### src/hdl/mppg_pkg.sv
// Types, constants and the note-to-period table of the pulse generator core.
`timescale 1ns / 1ps

package mppg_pkg;

    localparam int VOICES   = 4;
    localparam int IDX_W    = (VOICES > 1) ? $clog2(VOICES) : 1;
    localparam int CNT_W    = $clog2(VOICES + 1);
    localparam int PERIOD_W = 11;
    localparam int COUNT_W  = 16;
    localparam int NOTE_COUNT = 256;

    // MIDI status codes (upper nibble or full byte)
    localparam logic [3:0] HI_NOTE_OFF = 4'h8;
    localparam logic [3:0] HI_NOTE_ON  = 4'h9;
    localparam logic [3:0] HI_PROG     = 4'hC;
    localparam logic [3:0] HI_PRESSURE = 4'hD;
    localparam logic [7:0] SB_TIME_CODE  = 8'hF1;
    localparam logic [7:0] SB_SONG_SEL   = 8'hF3;
    localparam logic [7:0] SB_TUNE_REQ   = 8'hF6;
    localparam logic [7:0] SB_CLOCK      = 8'hF8;
    localparam logic [7:0] SB_START      = 8'hFA;
    localparam logic [7:0] SB_CONTINUE   = 8'hFB;
    localparam logic [7:0] SB_STOP       = 8'hFC;
    localparam logic [7:0] SB_SENSE      = 8'hFE;
    localparam logic [7:0] SB_RESET      = 8'hFF;

    // Note folding and period table construction
    localparam int NOTE_MIN   = 12;
    localparam int NOTE_MAX   = 91;
    localparam int OCTAVE     = 12;
    localparam int FOLD_STEPS = 14;
    localparam int NOTE_TOP   = 85;
    localparam int TOP_BASE   = 106;
    localparam longint unsigned BASE_PERIOD = 22;
    localparam longint unsigned RATIO_NUM   = 1059463;
    localparam longint unsigned RATIO_DEN   = 1000000;

    typedef enum logic [1:0] {
        OP_NONE,
        OP_TICK,
        OP_NOTE_ON,
        OP_NOTE_OFF
    } op_t;

    typedef enum logic [1:0] {
        ST_IDLE,
        ST_SWEEP,
        ST_RESULT
    } state_t;

    typedef struct packed {
        logic                active;
        logic [PERIOD_W-1:0] period;
        logic [COUNT_W-1:0]  count;
    } voice_t;

    typedef struct packed {
        op_t                 op;
        logic [PERIOD_W-1:0] period;
    } msg_t;

    typedef struct packed {
        logic                start;
        op_t                 op;
        logic [PERIOD_W-1:0] period;
    } eng_cmd_t;

    typedef struct packed {
        logic done;
        logic pin_level;
        logic lamp;
    } eng_status_t;

    typedef logic [NOTE_COUNT-1:0][PERIOD_W-1:0] period_rom_t;

    // Fold every byte into 12..91, then apply the fixed-point period formula.
    function automatic period_rom_t build_period_rom();
        period_rom_t     rom;
        longint unsigned v;
        int              n;
        rom = '0;
        for (int b = 0; b < NOTE_COUNT; b++)
        begin
            n = b;
            for (int k = 0; k < FOLD_STEPS; k++)
            begin
                if (n > NOTE_MAX)
                begin
                    n = n - OCTAVE;
                end
            end
            if (n < NOTE_MIN)
            begin
                n = n + OCTAVE;
            end
            if (n >= NOTE_TOP)
            begin
                rom[b] = PERIOD_W'(TOP_BASE - n);
            end
            else
            begin
                v = BASE_PERIOD << 32;
                for (int k = 0; k < NOTE_TOP - n; k++)
                begin
                    v = v * RATIO_NUM / RATIO_DEN;
                end
                rom[b] = PERIOD_W'(v >> 32);
            end
        end
        return rom;
    endfunction

    localparam period_rom_t NOTE_PERIOD = build_period_rom();

    // Message length in bytes, set by the first byte.
    function automatic logic [1:0] frame_len(input logic [7:0] first);
        logic [1:0] len;
        len = 2'd3;
        if (first[7:4] == HI_PROG || first[7:4] == HI_PRESSURE ||
            first == SB_TIME_CODE || first == SB_SONG_SEL)
        begin
            len = 2'd2;
        end
        else if (first == SB_TUNE_REQ || first == SB_CLOCK || first == SB_START ||
                 first == SB_CONTINUE || first == SB_STOP || first == SB_SENSE ||
                 first == SB_RESET)
        begin
            len = 2'd1;
        end
        return len;
    endfunction

endpackage

### src/hdl/mppg_framer.sv
// MIDI byte framer: collects message bytes and decodes note on and note off.
`timescale 1ns / 1ps

module mppg_framer (
    input  logic             clk,
    input  logic             rst_n,
    input  logic             take,
    input  logic [7:0]       midi_byte,
    output mppg_pkg::msg_t   msg
);

    logic [1:0] frame_pos_reg, frame_pos_next;
    logic [7:0] status_reg, status_next;
    logic [7:0] note_reg, note_next;
    logic [1:0] pos_inc;
    logic       complete;

    always_comb
    begin
        status_next = (frame_pos_reg == 2'd0) ? midi_byte : status_reg;
        note_next   = (frame_pos_reg == 2'd1) ? midi_byte : note_reg;
        pos_inc     = frame_pos_reg + 2'd1;
        complete    = (pos_inc >= mppg_pkg::frame_len(status_next));
        frame_pos_next = complete ? 2'd0 : pos_inc;

        msg.op     = mppg_pkg::OP_NONE;
        msg.period = mppg_pkg::NOTE_PERIOD[note_next];
        if (complete)
        begin
            if (status_next[7:4] == mppg_pkg::HI_NOTE_ON && midi_byte != 8'd0)
            begin
                msg.op = mppg_pkg::OP_NOTE_ON;
            end
            else if (status_next[7:4] == mppg_pkg::HI_NOTE_ON ||
                     status_next[7:4] == mppg_pkg::HI_NOTE_OFF)
            begin
                msg.op = mppg_pkg::OP_NOTE_OFF;
            end
        end
    end

    always_ff @(posedge clk or negedge rst_n)
    begin
        if (!rst_n)
        begin
            frame_pos_reg <= 2'd0;
            status_reg    <= 8'd0;
            note_reg      <= 8'd0;
        end
        else if (take)
        begin
            frame_pos_reg <= frame_pos_next;
            status_reg    <= status_next;
            note_reg      <= note_next;
        end
    end

endmodule

### src/hdl/mppg_voice_engine.sv
// Voice memory and the sweep that reads, updates and writes back every voice.
`timescale 1ns / 1ps

module mppg_voice_engine (
    input  logic                   clk,
    input  logic                   rst_n,
    input  mppg_pkg::eng_cmd_t     cmd,
    output mppg_pkg::eng_status_t  status
);

    mppg_pkg::voice_t voice_mem [mppg_pkg::VOICES];
    mppg_pkg::voice_t mem_rd_reg;

    logic [mppg_pkg::VOICES-1:0]   vld_reg;
    logic                          rd_vld_reg;
    logic                          running_reg;
    logic [mppg_pkg::CNT_W-1:0]    rd_cnt_reg;
    logic                          s1_vld_reg;
    logic [mppg_pkg::IDX_W-1:0]    s1_idx_reg;
    mppg_pkg::op_t                 op_reg;
    logic [mppg_pkg::PERIOD_W-1:0] period_reg;
    logic                          found_reg, found_next;
    logic                          pin_level_reg, pin_level_next;
    logic                          lamp_reg, lamp_next;

    logic                          rd_en;
    logic [mppg_pkg::IDX_W-1:0]    rd_idx;
    logic                          last;
    mppg_pkg::voice_t              entry;
    mppg_pkg::voice_t              wr_entry;
    logic [mppg_pkg::COUNT_W-1:0]  count_fix;
    logic [mppg_pkg::COUNT_W-1:0]  period_ext;

    assign rd_en  = running_reg && (rd_cnt_reg < mppg_pkg::CNT_W'(mppg_pkg::VOICES));
    assign rd_idx = rd_cnt_reg[mppg_pkg::IDX_W-1:0];
    assign last   = running_reg && s1_vld_reg && !rd_en;

    // Entries never written read as the reset value.
    assign entry      = rd_vld_reg ? mem_rd_reg : '0;
    assign period_ext = mppg_pkg::COUNT_W'(entry.period);

    always_comb
    begin
        wr_entry       = entry;
        pin_level_next = pin_level_reg;
        lamp_next      = lamp_reg;
        found_next     = found_reg;
        count_fix      = entry.count;
        unique case (op_reg)
            mppg_pkg::OP_TICK:
            begin
                if (entry.count == period_ext && entry.active)
                begin
                    pin_level_next = 1'b0;
                end
                if (entry.count == period_ext + mppg_pkg::COUNT_W'(1))
                begin
                    pin_level_next = 1'b1;
                    count_fix      = '0;
                end
                wr_entry.count = count_fix + mppg_pkg::COUNT_W'(1);
            end
            mppg_pkg::OP_NOTE_OFF:
            begin
                if (entry.period == period_reg)
                begin
                    wr_entry.active = 1'b0;
                    lamp_next       = 1'b0;
                end
            end
            mppg_pkg::OP_NOTE_ON:
            begin
                if (!entry.active && !found_reg)
                begin
                    wr_entry.active = 1'b1;
                    wr_entry.period = period_reg;
                    wr_entry.count  = '0;
                    lamp_next       = 1'b1;
                    found_next      = 1'b1;
                end
            end
            mppg_pkg::OP_NONE:
            begin
                wr_entry = entry;
            end
        endcase
    end

    // Memory: one read and one write port, registered read data.
    always_ff @(posedge clk)
    begin
        if (s1_vld_reg)
        begin
            voice_mem[s1_idx_reg] <= wr_entry;
        end
        if (rd_en)
        begin
            mem_rd_reg <= voice_mem[rd_idx];
        end
    end

    always_ff @(posedge clk or negedge rst_n)
    begin
        if (!rst_n)
        begin
            vld_reg       <= '0;
            rd_vld_reg    <= 1'b0;
            running_reg   <= 1'b0;
            rd_cnt_reg    <= '0;
            s1_vld_reg    <= 1'b0;
            s1_idx_reg    <= '0;
            op_reg        <= mppg_pkg::OP_NONE;
            period_reg    <= '0;
            found_reg     <= 1'b0;
            pin_level_reg <= 1'b1;
            lamp_reg      <= 1'b0;
        end
        else
        begin
            if (cmd.start)
            begin
                running_reg <= 1'b1;
                rd_cnt_reg  <= '0;
                op_reg      <= cmd.op;
                period_reg  <= cmd.period;
                found_reg   <= 1'b0;
            end
            else if (last)
            begin
                running_reg <= 1'b0;
            end

            s1_vld_reg <= rd_en;
            if (rd_en)
            begin
                rd_cnt_reg <= rd_cnt_reg + mppg_pkg::CNT_W'(1);
                s1_idx_reg <= rd_idx;
                rd_vld_reg <= vld_reg[rd_idx];
            end

            if (s1_vld_reg)
            begin
                vld_reg[s1_idx_reg] <= 1'b1;
                pin_level_reg       <= pin_level_next;
                lamp_reg            <= lamp_next;
                found_reg           <= found_next;
            end
        end
    end

    assign status.done      = last;
    assign status.pin_level = pin_level_reg;
    assign status.lamp      = lamp_reg;

endmodule

### src/hdl/midi_polyphonic_pulse_generator_core.sv
// Top level of the MIDI-driven polyphonic pulse generator (interrupter) core.
//
//   channel  | handshake           | word
//   ---------+---------------------+--------------------------------
//   in       | in_valid / in_stall | action, midi_byte
//   out      | out_valid/out_stall | out_level, led
//
// A tick or a note on/off reaches the result register after the sweep
// (one voice read per cycle, last write-back, load); other bytes go straight to the load.
// Input reopens in the cycle after the load.
// Reset clears framing, voice valid bits, pin (high) and lamp; no sweep.
// One word is in work at a time; a held result does not block acceptance
// of the next word, only the loading of the following result.
`timescale 1ns / 1ps

module midi_polyphonic_pulse_generator_core (
    input  logic       clk,
    input  logic       rst_n,
    input  logic       in_valid,
    output logic       in_stall,
    input  logic       action,
    input  logic [7:0] midi_byte,
    output logic       out_valid,
    input  logic       out_stall,
    output logic       out_level,
    output logic       led
);

    mppg_pkg::state_t      state_reg, state_next;
    mppg_pkg::msg_t        msg;
    mppg_pkg::eng_cmd_t    cmd;
    mppg_pkg::eng_status_t status;
    mppg_pkg::op_t         op;

    logic in_take;
    logic out_load;
    logic out_valid_reg, out_valid_next;
    logic out_level_reg;
    logic led_reg;

    assign in_take = in_valid && !in_stall;

    // Byte framing and note decode; state only advances on byte words.
    mppg_framer u_framer (
        .clk       (clk),
        .rst_n     (rst_n),
        .take      (in_take && action),
        .midi_byte (midi_byte),
        .msg       (msg)
    );

    // A tick word runs the counter sweep; bytes run a sweep only for notes.
    assign op = action ? msg.op : mppg_pkg::OP_TICK;

    assign cmd.start  = in_take && (op != mppg_pkg::OP_NONE);
    assign cmd.op     = op;
    assign cmd.period = msg.period;

    mppg_voice_engine u_engine (
        .clk    (clk),
        .rst_n  (rst_n),
        .cmd    (cmd),
        .status (status)
    );

    // Sequencer: hold input while a word is in work, then load the result.
    always_comb
    begin
        state_next     = state_reg;
        out_load       = 1'b0;
        in_stall       = 1'b1;
        out_valid_next = out_valid_reg && out_stall;
        unique case (state_reg)
            mppg_pkg::ST_IDLE:
            begin
                in_stall = 1'b0;
                if (in_valid)
                begin
                    state_next = (op == mppg_pkg::OP_NONE) ? mppg_pkg::ST_RESULT
                                                           : mppg_pkg::ST_SWEEP;
                end
            end
            mppg_pkg::ST_SWEEP:
            begin
                if (status.done)
                begin
                    state_next = mppg_pkg::ST_RESULT;
                end
            end
            mppg_pkg::ST_RESULT:
            begin
                // Load when the output register is empty or being drained.
                if (!out_valid_reg || !out_stall)
                begin
                    out_load       = 1'b1;
                    out_valid_next = 1'b1;
                    state_next     = mppg_pkg::ST_IDLE;
                end
            end
        endcase
    end

    always_ff @(posedge clk or negedge rst_n)
    begin
        if (!rst_n)
        begin
            state_reg     <= mppg_pkg::ST_IDLE;
            out_valid_reg <= 1'b0;
        end
        else
        begin
            state_reg     <= state_next;
            out_valid_reg <= out_valid_next;
        end
    end

    always_ff @(posedge clk)
    begin
        if (out_load)
        begin
            out_level_reg <= status.pin_level;
            led_reg       <= status.lamp;
        end
    end

    assign out_valid = out_valid_reg;
    assign out_level = out_level_reg;
    assign led       = led_reg;

endmodule

### config.mk
export PLATFORM = sky130hd
export DESIGN_NAME = midi_polyphonic_pulse_generator_core
export DESIGN_NICKNAME = d
export VERILOG_FILES = /design/src/hdl/mppg_pkg.sv /design/src/hdl/mppg_framer.sv /design/src/hdl/mppg_voice_engine.sv /design/src/hdl/midi_polyphonic_pulse_generator_core.sv
export SDC_FILE = /design/constraint.sdc
export NUM_CORES = 1
export LEC_CHECK = 0
export ABC_AREA = 1
export BUFFER_PORTS_ARGS = -buffer_cell sky130_fd_sc_hd__buf_2
export CORE_ASPECT_RATIO = 0.6
export CORE_MARGIN = 2
export CORE_UTILIZATION = 40
export DETAILED_ROUTE_END_ITERATION = 7
export MAX_ROUTING_LAYER = met4
export SYNTH_ARGS = -nofsm -noshare
export SYNTH_HDL_FRONTEND = slang
export SYNTH_SLANG_ARGS = --single-unit
### constraint.sdc
create_clock -name clk -period 6.4 [get_ports clk]
set_input_delay 0.96 -clock clk [delete_from_list [all_inputs] [get_ports clk]]
set_output_delay 0.96 -clock clk [all_outputs]
set_load 0.05 [all_outputs]
==> results of run 1 <==
-- routing by layer --
layer  vias up  share of wire (%)  GRT usage, %  wire [um]
met2       294                 36          26.8      10100
met5         -                  0             -          0
met3        17                8.4          5.53       2330
li1       4202                  -             -          -
met1      4045                 55          35.8      15300
met4         0               0.55          4.29        152
-- final cells by class --
type,instances,area share (%)
antenna,1,0.0215
clock buffer,21,3.79
clock inverter,11,1.82
inverter,127,4.10
multi-input combinational,856,37.5
sequential,191,47.2
tap,352,3.79
timing repair buffer,33,1.79
-- synthesized netlist by cell type (8+ instances only) --
library cell / count / area [um2]
sky130_fd_sc_hd__nor3_1: 8 / 40.0
sky130_fd_sc_hd__clkbuf_1: 41 / 154
sky130_fd_sc_hd__o211ai_1: 11 / 82.6
sky130_fd_sc_hd__nand3_1: 79 / 395
sky130_fd_sc_hd__nand4_1: 13 / 81.3
sky130_fd_sc_hd__xor2_1: 9 / 78.8
sky130_fd_sc_hd__edfxtp_1: 142 / 4260
sky130_fd_sc_hd__or2_2: 14 / 87.6
sky130_fd_sc_hd__a21oi_1: 35 / 175
sky130_fd_sc_hd__nor2_1: 119 / 447
sky130_fd_sc_hd__ha_1: 23 / 288
sky130_fd_sc_hd__dfrtp_1: 48 / 1200
sky130_fd_sc_hd__o21ai_0: 162 / 811
sky130_fd_sc_hd__nand2_1: 273 / 1020
sky130_fd_sc_hd__inv_1: 122 / 458
sky130_fd_sc_hd__o22ai_1: 40 / 250
-- cell families after synthesis --
group,share of synthesized area (%)
DFF,52.1
xor gates and xnor gates,0.915
and+or+nand+nor,22.7
AOI/OAI and AO/OA,14.6
buffers and inverters,6.83
adders and majority gates,2.73
-- metrics by stage --
step | hold slack (ps) | setup WS (ps) | cells
4_1_cts | 463 | 2530 | 1591
3_3_place_gp | 442 | 2630 | 1559
2_1_floorplan | 425 | 3220 | 1227
6_report | 467 | 2480 | 1592
3_5_place_dp | 446 | 2550 | 1559
5_1_grt | 480 | 2050 | 1591
-- power by group through the flow --
stage | combinational (mW) | sequential (mW) | clock, mW
floorplan | 0.00128 | 1.34 | 0
global placement | 0.0139 | 1.34 | 0
detailed placement | 0.0141 | 1.34 | 0
CTS | 0.0141 | 1.32 | 1.21
global route | 0.0156 | 1.32 | 1.26
finish | 0.0136 | 1.32 | 1.19
-- path summary, 6_finish.rpt --
| check | from | endpoint | slack, ps | cells after the start |
|---|---|---|---|---|
| setup / recovery | u_engine.rd_vld_reg | u_engine.voice_mem[3][6] | 2480 | 17 |
| hold reg to reg | u_engine.lamp_reg | led | 470 | 0 |
| hold / removal | u_engine.lamp_reg | led | 470 | 0 |
| setup reg to reg | u_engine.rd_vld_reg | u_engine.voice_mem[3][6] | 2480 | 17 |
| max in group asynchronous | rst_n | u_engine.rd_cnt_reg[0] | 5320 | 2 |
| min in group asynchronous | rst_n | u_framer.status_reg[0] | 610 | 2 |
==> flow_metrics.env, run 1 <==
export IMPL_outcome="complete, no violations"
export IMPL_min_period_ps=3920
export IMPL_grt_max_degree=62
export IMPL_hpwl_um=19300
export IMPL_synth_yosys_seq_area_share_pct=52.1
export IMPL_num_vias=8558
export IMPL_p_seq_share_pct=52.3
export IMPL_netlist_cell_type_count=51
export IMPL_cp_data_arrival_time_ps=4100
export IMPL_die_height_um=130
export IMPL_clock_tree_root_cell="sky130_fd_sc_hd__clkbuf_16"
export IMPL_areaGrowthSynthToFinish_pct=10.5
export IMPL_worstHoldPathType="register to register"
export IMPL_die_area_um2=27700
export IMPL_mapped_area_um2=10500
export IMPL_via_per_inst=5.38
export IMPL_post_cts_repair_setup_buffers=0
export IMPL_detail_route_antenna_nets=0
export IMPL_rows=45
export IMPL_final_max_slew_viols=0
export IMPL_timing_max_cap_violations=0
export IMPL_cts_buffers_inserted=17
export IMPL_detail_route_first_pass_iterations=7
export IMPL_cellInternalPower_mw=2.05
export IMPL_post_dp_cell_area_um2=11000
export IMPL_max_freq_ghz=0.255
export IMPL_layout_filler_cells=2508
export IMPL_worstMarginPinSlew_ps=1140
export IMPL_total_power_mw=2.52
export IMPL_count_of_mapped_cells_out_of_synthesis=1227
export IMPL_totalWireLength_um=27800
export IMPL_global_route_overflow_total=0
export IMPL_cp_max_fo=45
export IMPL_path_cells="buf_4 > nand2_1 > inv_1 > ha_1 > nand2_1 > nor2_4 > nand3_1 > xor2_1 > nand4_1 > nor2_1 > and2_0 > nor2_1 > ha_1 > nand3_2 > nor2_4 > xor2_1 > o21ai_1"
export IMPL_timing_slew_headroom_pct=23.8
export IMPL_post_cts_hold_buffer_count=0
export IMPL_yosysWarnings=0
export IMPL_fp_dieW_um=213
export IMPL_setup_tns_ps=0
export IMPL_gp_congestion=0.959
export IMPL_pwr_density_cell_nw_per_um2=216
export IMPL_grt_pass1_wl_um=45000
export IMPL_yosys_register_bits=191
export IMPL_fin_util_pct=45.5
export IMPL_drc_errors=0
export IMPL_synth_net_count=1263
export IMPL_cts_resized_gates=0
export IMPL_tritoncts="done"
export IMPL_synth_edff_count=142
export IMPL_share_comb_of_total_power_pct=0.5
export IMPL_swShare_pct=18.5
export IMPL_worst_ir_drop_vdd_v=0.000146
export IMPL_layout_drive_gt1_share_pct=9.28
export IMPL_number_of_flip_flops_in_the_largest_register=112
export IMPL_setup_cp_type="register to register"
export IMPL_critPathSlowestCell="sky130_fd_sc_hd__buf_4"
export IMPL_multi_input_area_um2=4360
export IMPL_cts_htree_levels=4
export IMPL_layout_commonest_cell="sky130_fd_sc_hd__nand2_1"
export IMPL_kind_of_start_point_of_the_critical_path="register"
export IMPL_rsz0062_at_grt="no"
export IMPL_finalHoldViolCount=0
export IMPL_clock_sinks=191
export IMPL_post_layout_net_count=1262
export IMPL_design_core_area_um2=25600
export IMPL_regArea_um2=5490
export IMPL_ys_async_sr_fraction_pct=25.7
export IMPL_static_leakage_power_nw=4.40
export IMPL_clock_share_of_power_pct=47.2
export IMPL_clock_tree_buf_depth=2
export IMPL_first_iter_violations=977
export IMPL_route_detailed_wl_per_inst_um=17.5
export IMPL_critical_path_endpoint_type="register"
export IMPL_insertion_delay_to_the_later_sink_of_the_worst_skew_pair_ps=440
export IMPL_critPathTopFamily="simple AND/OR/NAND/NOR gates"
export IMPL_cp_data_required_time_ps=6580
export IMPL_initial_core_util_pct=41.2
export IMPL_first_global_vias=7982
export IMPL_finalCritPeriodShare_pct=61.2
export IMPL_p_sw_mw=0.465
export IMPL_timing_critical_path_buf_inv=2
export IMPL_critical_path_max_stage_delay_ps=420
export IMPL_layout_common_cells="sky130_fd_sc_hd__nand2_1, sky130_fd_sc_hd__o21ai_0, sky130_fd_sc_hd__edfxtp_1"
export IMPL_grt_total_usage_pct=22.1
export IMPL_finalInstanceArea_um2=11600
export IMPL_cts_clk_slew_worst_paths_ps=70
export IMPL_io_pins=17
export IMPL_setup_viol_count_final=0
export IMPL_skew_ps=10.4
export IMPL_synthesis_area_per_instance_um2=8.58
export IMPL_ys_flop_type="sky130_fd_sc_hd__edfxtp_1"
export IMPL_place_port_buffers=16
export IMPL_antenna_violations_before_repair=1
Note: power is estimated with default switching activity, not from simulation.
==> run 2, diff against run 1 <==
==> constraint.sdc (replaced) <==
create_clock -name clk -period 3.9 [get_ports clk]
set_input_delay 0.585 -clock clk [delete_from_list [all_inputs] [get_ports clk]]
set_output_delay 0.585 -clock clk [all_outputs]
set_load 0.05 [all_outputs]
==> run 2 against run 1 <==
Compared with the run above:
- via count up 1.3%
- maximum frequency up 9.4%
- final area up 0.14%
- clock-buffer cell count down 3
- sequential power up 64%
- die area unchanged
==> flow_metrics.env, run 2 (synthesis gave the netlist of run 1 again) <==
export IMPL_num_vias=8667
export IMPL_place_port_buffers=16
export IMPL_first_global_vias=7823
export IMPL_layout_commonest_cell="sky130_fd_sc_hd__nand2_1"
export IMPL_skew_ps=10.7
export IMPL_tritoncts="done"
export IMPL_cp_data_required_time_ps=3990
export IMPL_post_cts_hold_buffer_count=0
export IMPL_post_cts_repair_setup_buffers=0
export IMPL_finalCritPeriodShare_pct=91.8
export IMPL_grt_max_degree=61
export IMPL_total_power_mw=3.94
export IMPL_worstMarginPinSlew_ps=1180
export IMPL_cts_htree_levels=4
export IMPL_kind_of_start_point_of_the_critical_path="register"
export IMPL_areaGrowthSynthToFinish_pct=10.6
export IMPL_cts_clk_slew_worst_paths_ps=70
export IMPL_grt_total_usage_pct=22.2
export IMPL_initial_core_util_pct=41.2
export IMPL_antenna_violations_before_repair=0
export IMPL_worst_ir_drop_vdd_v=0.000321
export IMPL_totalWireLength_um=28300
export IMPL_cts_resized_gates=0
export IMPL_detail_route_antenna_nets=0
export IMPL_finalHoldViolCount=0
export IMPL_cts_buffers_inserted=17
export IMPL_worstHoldPathType="primary input to async pin"
export IMPL_static_leakage_power_nw=4.40
export IMPL_grt_pass1_wl_um=45100
export IMPL_clock_tree_buf_depth=2
export IMPL_die_height_um=130
export IMPL_route_detailed_wl_per_inst_um=17.7
export IMPL_layout_drive_gt1_share_pct=10.2
export IMPL_pwr_density_cell_nw_per_um2=338
export IMPL_cp_max_fo=7
export IMPL_io_pins=17
export IMPL_max_freq_ghz=0.279
export IMPL_critical_path_endpoint_type="register"
export IMPL_timing_slew_headroom_pct=21.4
export IMPL_rsz0062_at_grt="no"
export IMPL_via_per_inst=5.42
export IMPL_outcome="complete, no violations"
export IMPL_fp_dieW_um=213
export IMPL_post_layout_net_count=1270
export IMPL_die_area_um2=27700
export IMPL_cp_data_arrival_time_ps=3670
export IMPL_setup_tns_ps=0
export IMPL_first_iter_violations=1039
export IMPL_detail_route_first_pass_iterations=5
export IMPL_gp_congestion=0.967
export IMPL_final_max_slew_viols=0
export IMPL_setup_cp_type="register to register"
export IMPL_clock_sinks=191
export IMPL_layout_common_cells="sky130_fd_sc_hd__nand2_1, sky130_fd_sc_hd__o21ai_0, sky130_fd_sc_hd__edfxtp_1"
export IMPL_number_of_flip_flops_in_the_largest_register=112
export IMPL_timing_max_cap_violations=0
export IMPL_design_core_area_um2=25600
export IMPL_min_period_ps=3580
export IMPL_setup_viol_count_final=0
export IMPL_rows=45
export IMPL_clock_tree_root_cell="sky130_fd_sc_hd__clkbuf_16"
export IMPL_insertion_delay_to_the_later_sink_of_the_worst_skew_pair_ps=460
export IMPL_drc_errors=0
export IMPL_global_route_overflow_total=0
export IMPL_layout_filler_cells=2517
export IMPL_hpwl_um=19600
==> run 2: metrics by stage <==
step                setup slack, ps  hold WS [ps]  util [%]  std cells  cell area, um2
floorplan                       724           289         -       1227           10500
global placement                362           452      43.2       1567           11100
detailed placement              267           459      43.2       1567           11100
CTS                             230           250      45.5       1599           11600
global route                   36.9           300      45.6       1599           11600
finish                          321           243      45.6       1600           11600
==> run 2: worst paths after layout <==
path / from / endpoint / slack [ps] / depth (start not counted)
worst max-delay path: u_engine.rd_vld_reg / u_engine.voice_mem[3][8] / 320 / 20
worst min-delay path: rst_n / u_framer.note_reg[2] / 240 / 2
worst max register to register: u_engine.rd_vld_reg / u_engine.voice_mem[3][8] / 320 / 20
worst min register to register: u_engine.vld_reg[2] / u_engine.vld_reg[2] / 480 / 1
max in group asynchronous: rst_n / u_engine.rd_cnt_reg[0] / 3180 / 2
min in group clk: out_stall / out_valid / 390 / 3
==> run 2: metal layers <==
| metal | GRT usage (%) | vias to the layer above | share of wire (%) |
|---|---|---|---|
| met1 | 35.9 | 4100 | 54 |
| met3 | 6.23 | 16 | 9.0 |
| met2 | 26.1 | 322 | 36 |
| met4 | 5.02 | 0 | 0.87 |
| li1 | - | 4229 | - |
| met5 | - | - | 0 |
==> run 2: final cells by class <==
cell class                      instances  area, um2  share of cell area [%]
Antenna cell                            1       2.50                  0.0215
Clock buffer                           18        429                    3.68
Clock inverter                         14        159                    1.36
Inverter                              127        477                    4.09
Multi-Input combinational cell        856       4370                    37.5
Sequential cell                       191       5490                    47.2
Tap cell                              352        440                    3.78
Timing Repair Buffer                   41        280                    2.41
==> run 2: report_power, final <==
part	switching [mW]	leakage [nW]	internal, mW
Combinational	0.0164	2.62	0.00595
Clock	0.803	0.277	0.954
Sequential	0.0000000000000000351	1.50	2.16
Total	0.819	4.40	3.12
==> run 2: critical path, stage by stage (launching register included) <==
cell and delay (ps):
sky130_fd_sc_hd__dfrtp_1 470, sky130_fd_sc_hd__nand2_1 160, sky130_fd_sc_hd__inv_1 130, sky130_fd_sc_hd__ha_1 190, sky130_fd_sc_hd__nand2_1 100, sky130_fd_sc_hd__nor2_4 180, sky130_fd_sc_hd__nand2_1 90, sky130_fd_sc_hd__inv_1 60
sky130_fd_sc_hd__nand2_1 40, sky130_fd_sc_hd__nand2_1 80, sky130_fd_sc_hd__nand4_1 110, sky130_fd_sc_hd__nor4_1 230, sky130_fd_sc_hd__and2_0 370, sky130_fd_sc_hd__nor2_1 110, sky130_fd_sc_hd__ha_1 220, sky130_fd_sc_hd__nand3_2 130
sky130_fd_sc_hd__nor2_2 90, sky130_fd_sc_hd__nand2_1 80, sky130_fd_sc_hd__o21ai_1 60, sky130_fd_sc_hd__nand3_1 70, sky130_fd_sc_hd__o21ai_0 250
==> run 3, diff against run 2 <==
--- a/config.mk
+++ b/config.mk
@@ -8,10 +8,11 @@
 export ABC_AREA = 1
 export BUFFER_PORTS_ARGS = -buffer_cell sky130_fd_sc_hd__buf_2
 export CORE_ASPECT_RATIO = 0.6
-export CORE_MARGIN = 2
+export CORE_MARGIN = 5
 export CORE_UTILIZATION = 40
 export DETAILED_ROUTE_END_ITERATION = 7
 export MAX_ROUTING_LAYER = met4
+export SKIP_LAST_GASP = 1
 export SYNTH_ARGS = -nofsm -noshare
 export SYNTH_HDL_FRONTEND = slang
 export SYNTH_SLANG_ARGS = --single-unit
==> run 3 against run 2 <==
Compared with the run above:
- global-route usage fell by 1.9 points
- register-to-register slack improved by 110 ps
- via count rose by 0.33%
- non-clock buffer count rose by 3
- maximum frequency rose by 3.2%
- clock skew fell by 1.9 ps
- first-iteration DRC count rose by 0.67%
- flip-flop and latch count did not move
==> flow_metrics.env, run 3 (synthesis gave the netlist of run 1 again) <==
export IMPL_clock_tree_buf_depth=2
export IMPL_static_leakage_power_nw=4.43
export IMPL_r2r_cells=16
export IMPL_skew_ps=8.79
export IMPL_r2r_slack_ps=430
export IMPL_cp_data_arrival_time_ps=3640
export IMPL_kind_of_start_point_of_the_critical_path="register"
export IMPL_route_detailed_wl_per_inst_um=17.6
export IMPL_fp_dieW_um=219
export IMPL_worstMarginPinSlew_ps=1140
export IMPL_setup_tns_ps=0
export IMPL_rows=46
export IMPL_finalHoldViolCount=0
export IMPL_hold_ws_ps=45.3
export IMPL_io_pins=17
export IMPL_hpwl_um=19600
export IMPL_max_freq_ghz=0.288
export IMPL_design_core_area_um2=26200
export IMPL_areaGrowthSynthToFinish_pct=11.1
export IMPL_layout_common_cells="sky130_fd_sc_hd__nand2_1, sky130_fd_sc_hd__o21ai_0, sky130_fd_sc_hd__edfxtp_1"
export IMPL_die_area_um2=29800
export IMPL_rsz0062_at_grt="no"
export IMPL_grt_pass1_wl_um=45500
export IMPL_critical_path_endpoint_type="register"
export IMPL_setup_cp_type="register to register"
export IMPL_antenna_violations_before_repair=0
export IMPL_cts_clk_slew_worst_paths_ps=70
export IMPL_first_global_vias=7818
export IMPL_grt_max_degree=61
export IMPL_die_height_um=136
export IMPL_final_max_slew_viols=0
export IMPL_num_vias=8696
export IMPL_layout_drive_gt1_share_pct=10.4
export IMPL_first_iter_violations=1046
export IMPL_setup_viol_count_final=0
export IMPL_totalWireLength_um=28400
export IMPL_regArea_um2=5490
export IMPL_drc_errors=0
export IMPL_detail_route_first_pass_iterations=6
export IMPL_via_per_inst=5.40
export IMPL_tritoncts="done"
export IMPL_cp_max_fo=23
export IMPL_detail_route_antenna_nets=0
export IMPL_cts_htree_levels=4
export IMPL_antenna_cells_inserted=0
export IMPL_timing_slew_headroom_pct=23.9
export IMPL_number_of_flip_flops_in_the_largest_register=112
export IMPL_timing_max_cap_violations=0
export IMPL_cp_data_required_time_ps=4080
export IMPL_post_layout_net_count=1273
export IMPL_crit_start="u_engine.rd_vld_reg"
export IMPL_total_power_mw=4.03
export IMPL_worst_ir_drop_vdd_v=0.000259
export IMPL_post_cts_repair_setup_buffers=0
export IMPL_multi_input_area_um2=4370
export IMPL_post_cts_hold_buffer_count=0
export IMPL_gp_congestion=0.968
export IMPL_pwr_density_cell_nw_per_um2=345
export IMPL_initial_core_util_pct=40.2
export IMPL_grt_total_usage_pct=20.3
export IMPL_worst_r2r_startpoint="u_engine.rd_vld_reg"
export IMPL_finalCritPeriodShare_pct=88.9
export IMPL_clock_sinks=191
export IMPL_worstHoldPathType="primary input to async pin"
export IMPL_global_route_overflow_total=0
export IMPL_layout_commonest_cell="sky130_fd_sc_hd__nand2_1"
export IMPL_min_period_ps=3470
export IMPL_cts_buffers_inserted=17
export IMPL_layout_filler_cells=2532
export IMPL_insertion_delay_to_the_later_sink_of_the_worst_skew_pair_ps=450
export IMPL_crit_end="u_engine.voice_mem[3][4]"
export IMPL_clock_tree_root_cell="sky130_fd_sc_hd__clkbuf_16"
export IMPL_critical_path_reg2reg_endpoint="u_engine.voice_mem[3][4]"
export IMPL_outcome="complete, no violations"
export IMPL_place_port_buffers=16
==> run 3: timing repair <==
| item | CTS | global route |
|---|---|---|
| gates resized for setup | 0 | 4 |
| setup endpoints to repair | 0 | 14 |
| hold endpoints to repair | 0 | 0 |
==> run 3: cell type report <==
type | count | area share [%]
Timing Repair Buffer | 44 | 2.48
Sequential cell | 191 | 47.0
Tap cell | 360 | 3.85
Clock inverter | 13 | 1.58
Multi-Input combinational cell | 856 | 37.4
Clock buffer | 19 | 3.70
Inverter | 127 | 4.07
==> run 3: worst max-delay path: stages (launching register included) <==
cell and delay, ps:
sky130_fd_sc_hd__dfrtp_1 410, sky130_fd_sc_hd__buf_4 290, sky130_fd_sc_hd__buf_4 220, sky130_fd_sc_hd__nand3_2 90, sky130_fd_sc_hd__nor2_2 160, sky130_fd_sc_hd__nand3_1 100, sky130_fd_sc_hd__nor2_1 160, sky130_fd_sc_hd__inv_1 60
sky130_fd_sc_hd__nand4_1 100, sky130_fd_sc_hd__nor2_1 40, sky130_fd_sc_hd__and2_0 250, sky130_fd_sc_hd__nor2_1 160, sky130_fd_sc_hd__ha_1 200, sky130_fd_sc_hd__nand3_2 130, sky130_fd_sc_hd__nor2_2 280, sky130_fd_sc_hd__xor2_1 110
sky130_fd_sc_hd__o22ai_1 400
==> run 3: where the power goes <==
group	internal (mW)	switching (mW)	total (mW)
clock network	1.08	0.773	1.85
registers	2.16	0.0000000000000000355	2.16
logic	0.00595	0.0162	0.0222
==> run 3: worst min path at each step <==
stage	from	endpoint	cells past startpoint
after floorplan	rst_n	out_valid	0
final	rst_n	u_framer.status_reg[5]	1
after global routing	rst_n	u_framer.status_reg[5]	1
after global placement	u_engine.lamp_reg	led	0
after detailed placement	u_engine.lamp_reg	led	0
after CTS	rst_n	u_framer.status_reg[5]	1
==> run 3: per-layer routing <==
layer	track usage, %	up-vias	share of wire, %
met1	33.7	4078	54
met2	24.1	362	36
met3	4.74	26	8.8
met5	-	-	0
met4	4.57	0	1.1
li1	-	4230	-
==> run 3: through the flow <==
step | utilization [%] | worst slack [ps] | area (um2) | cells
floorplan | - | 724 | 10500 | 1227
global placement | 42.3 | 321 | 11100 | 1578
detailed placement | 42.3 | 207 | 11100 | 1578
CTS | 44.6 | 181 | 11700 | 1610
global route | 44.7 | 4.53 | 11700 | 1610
finish | 44.7 | 433 | 11700 | 1610
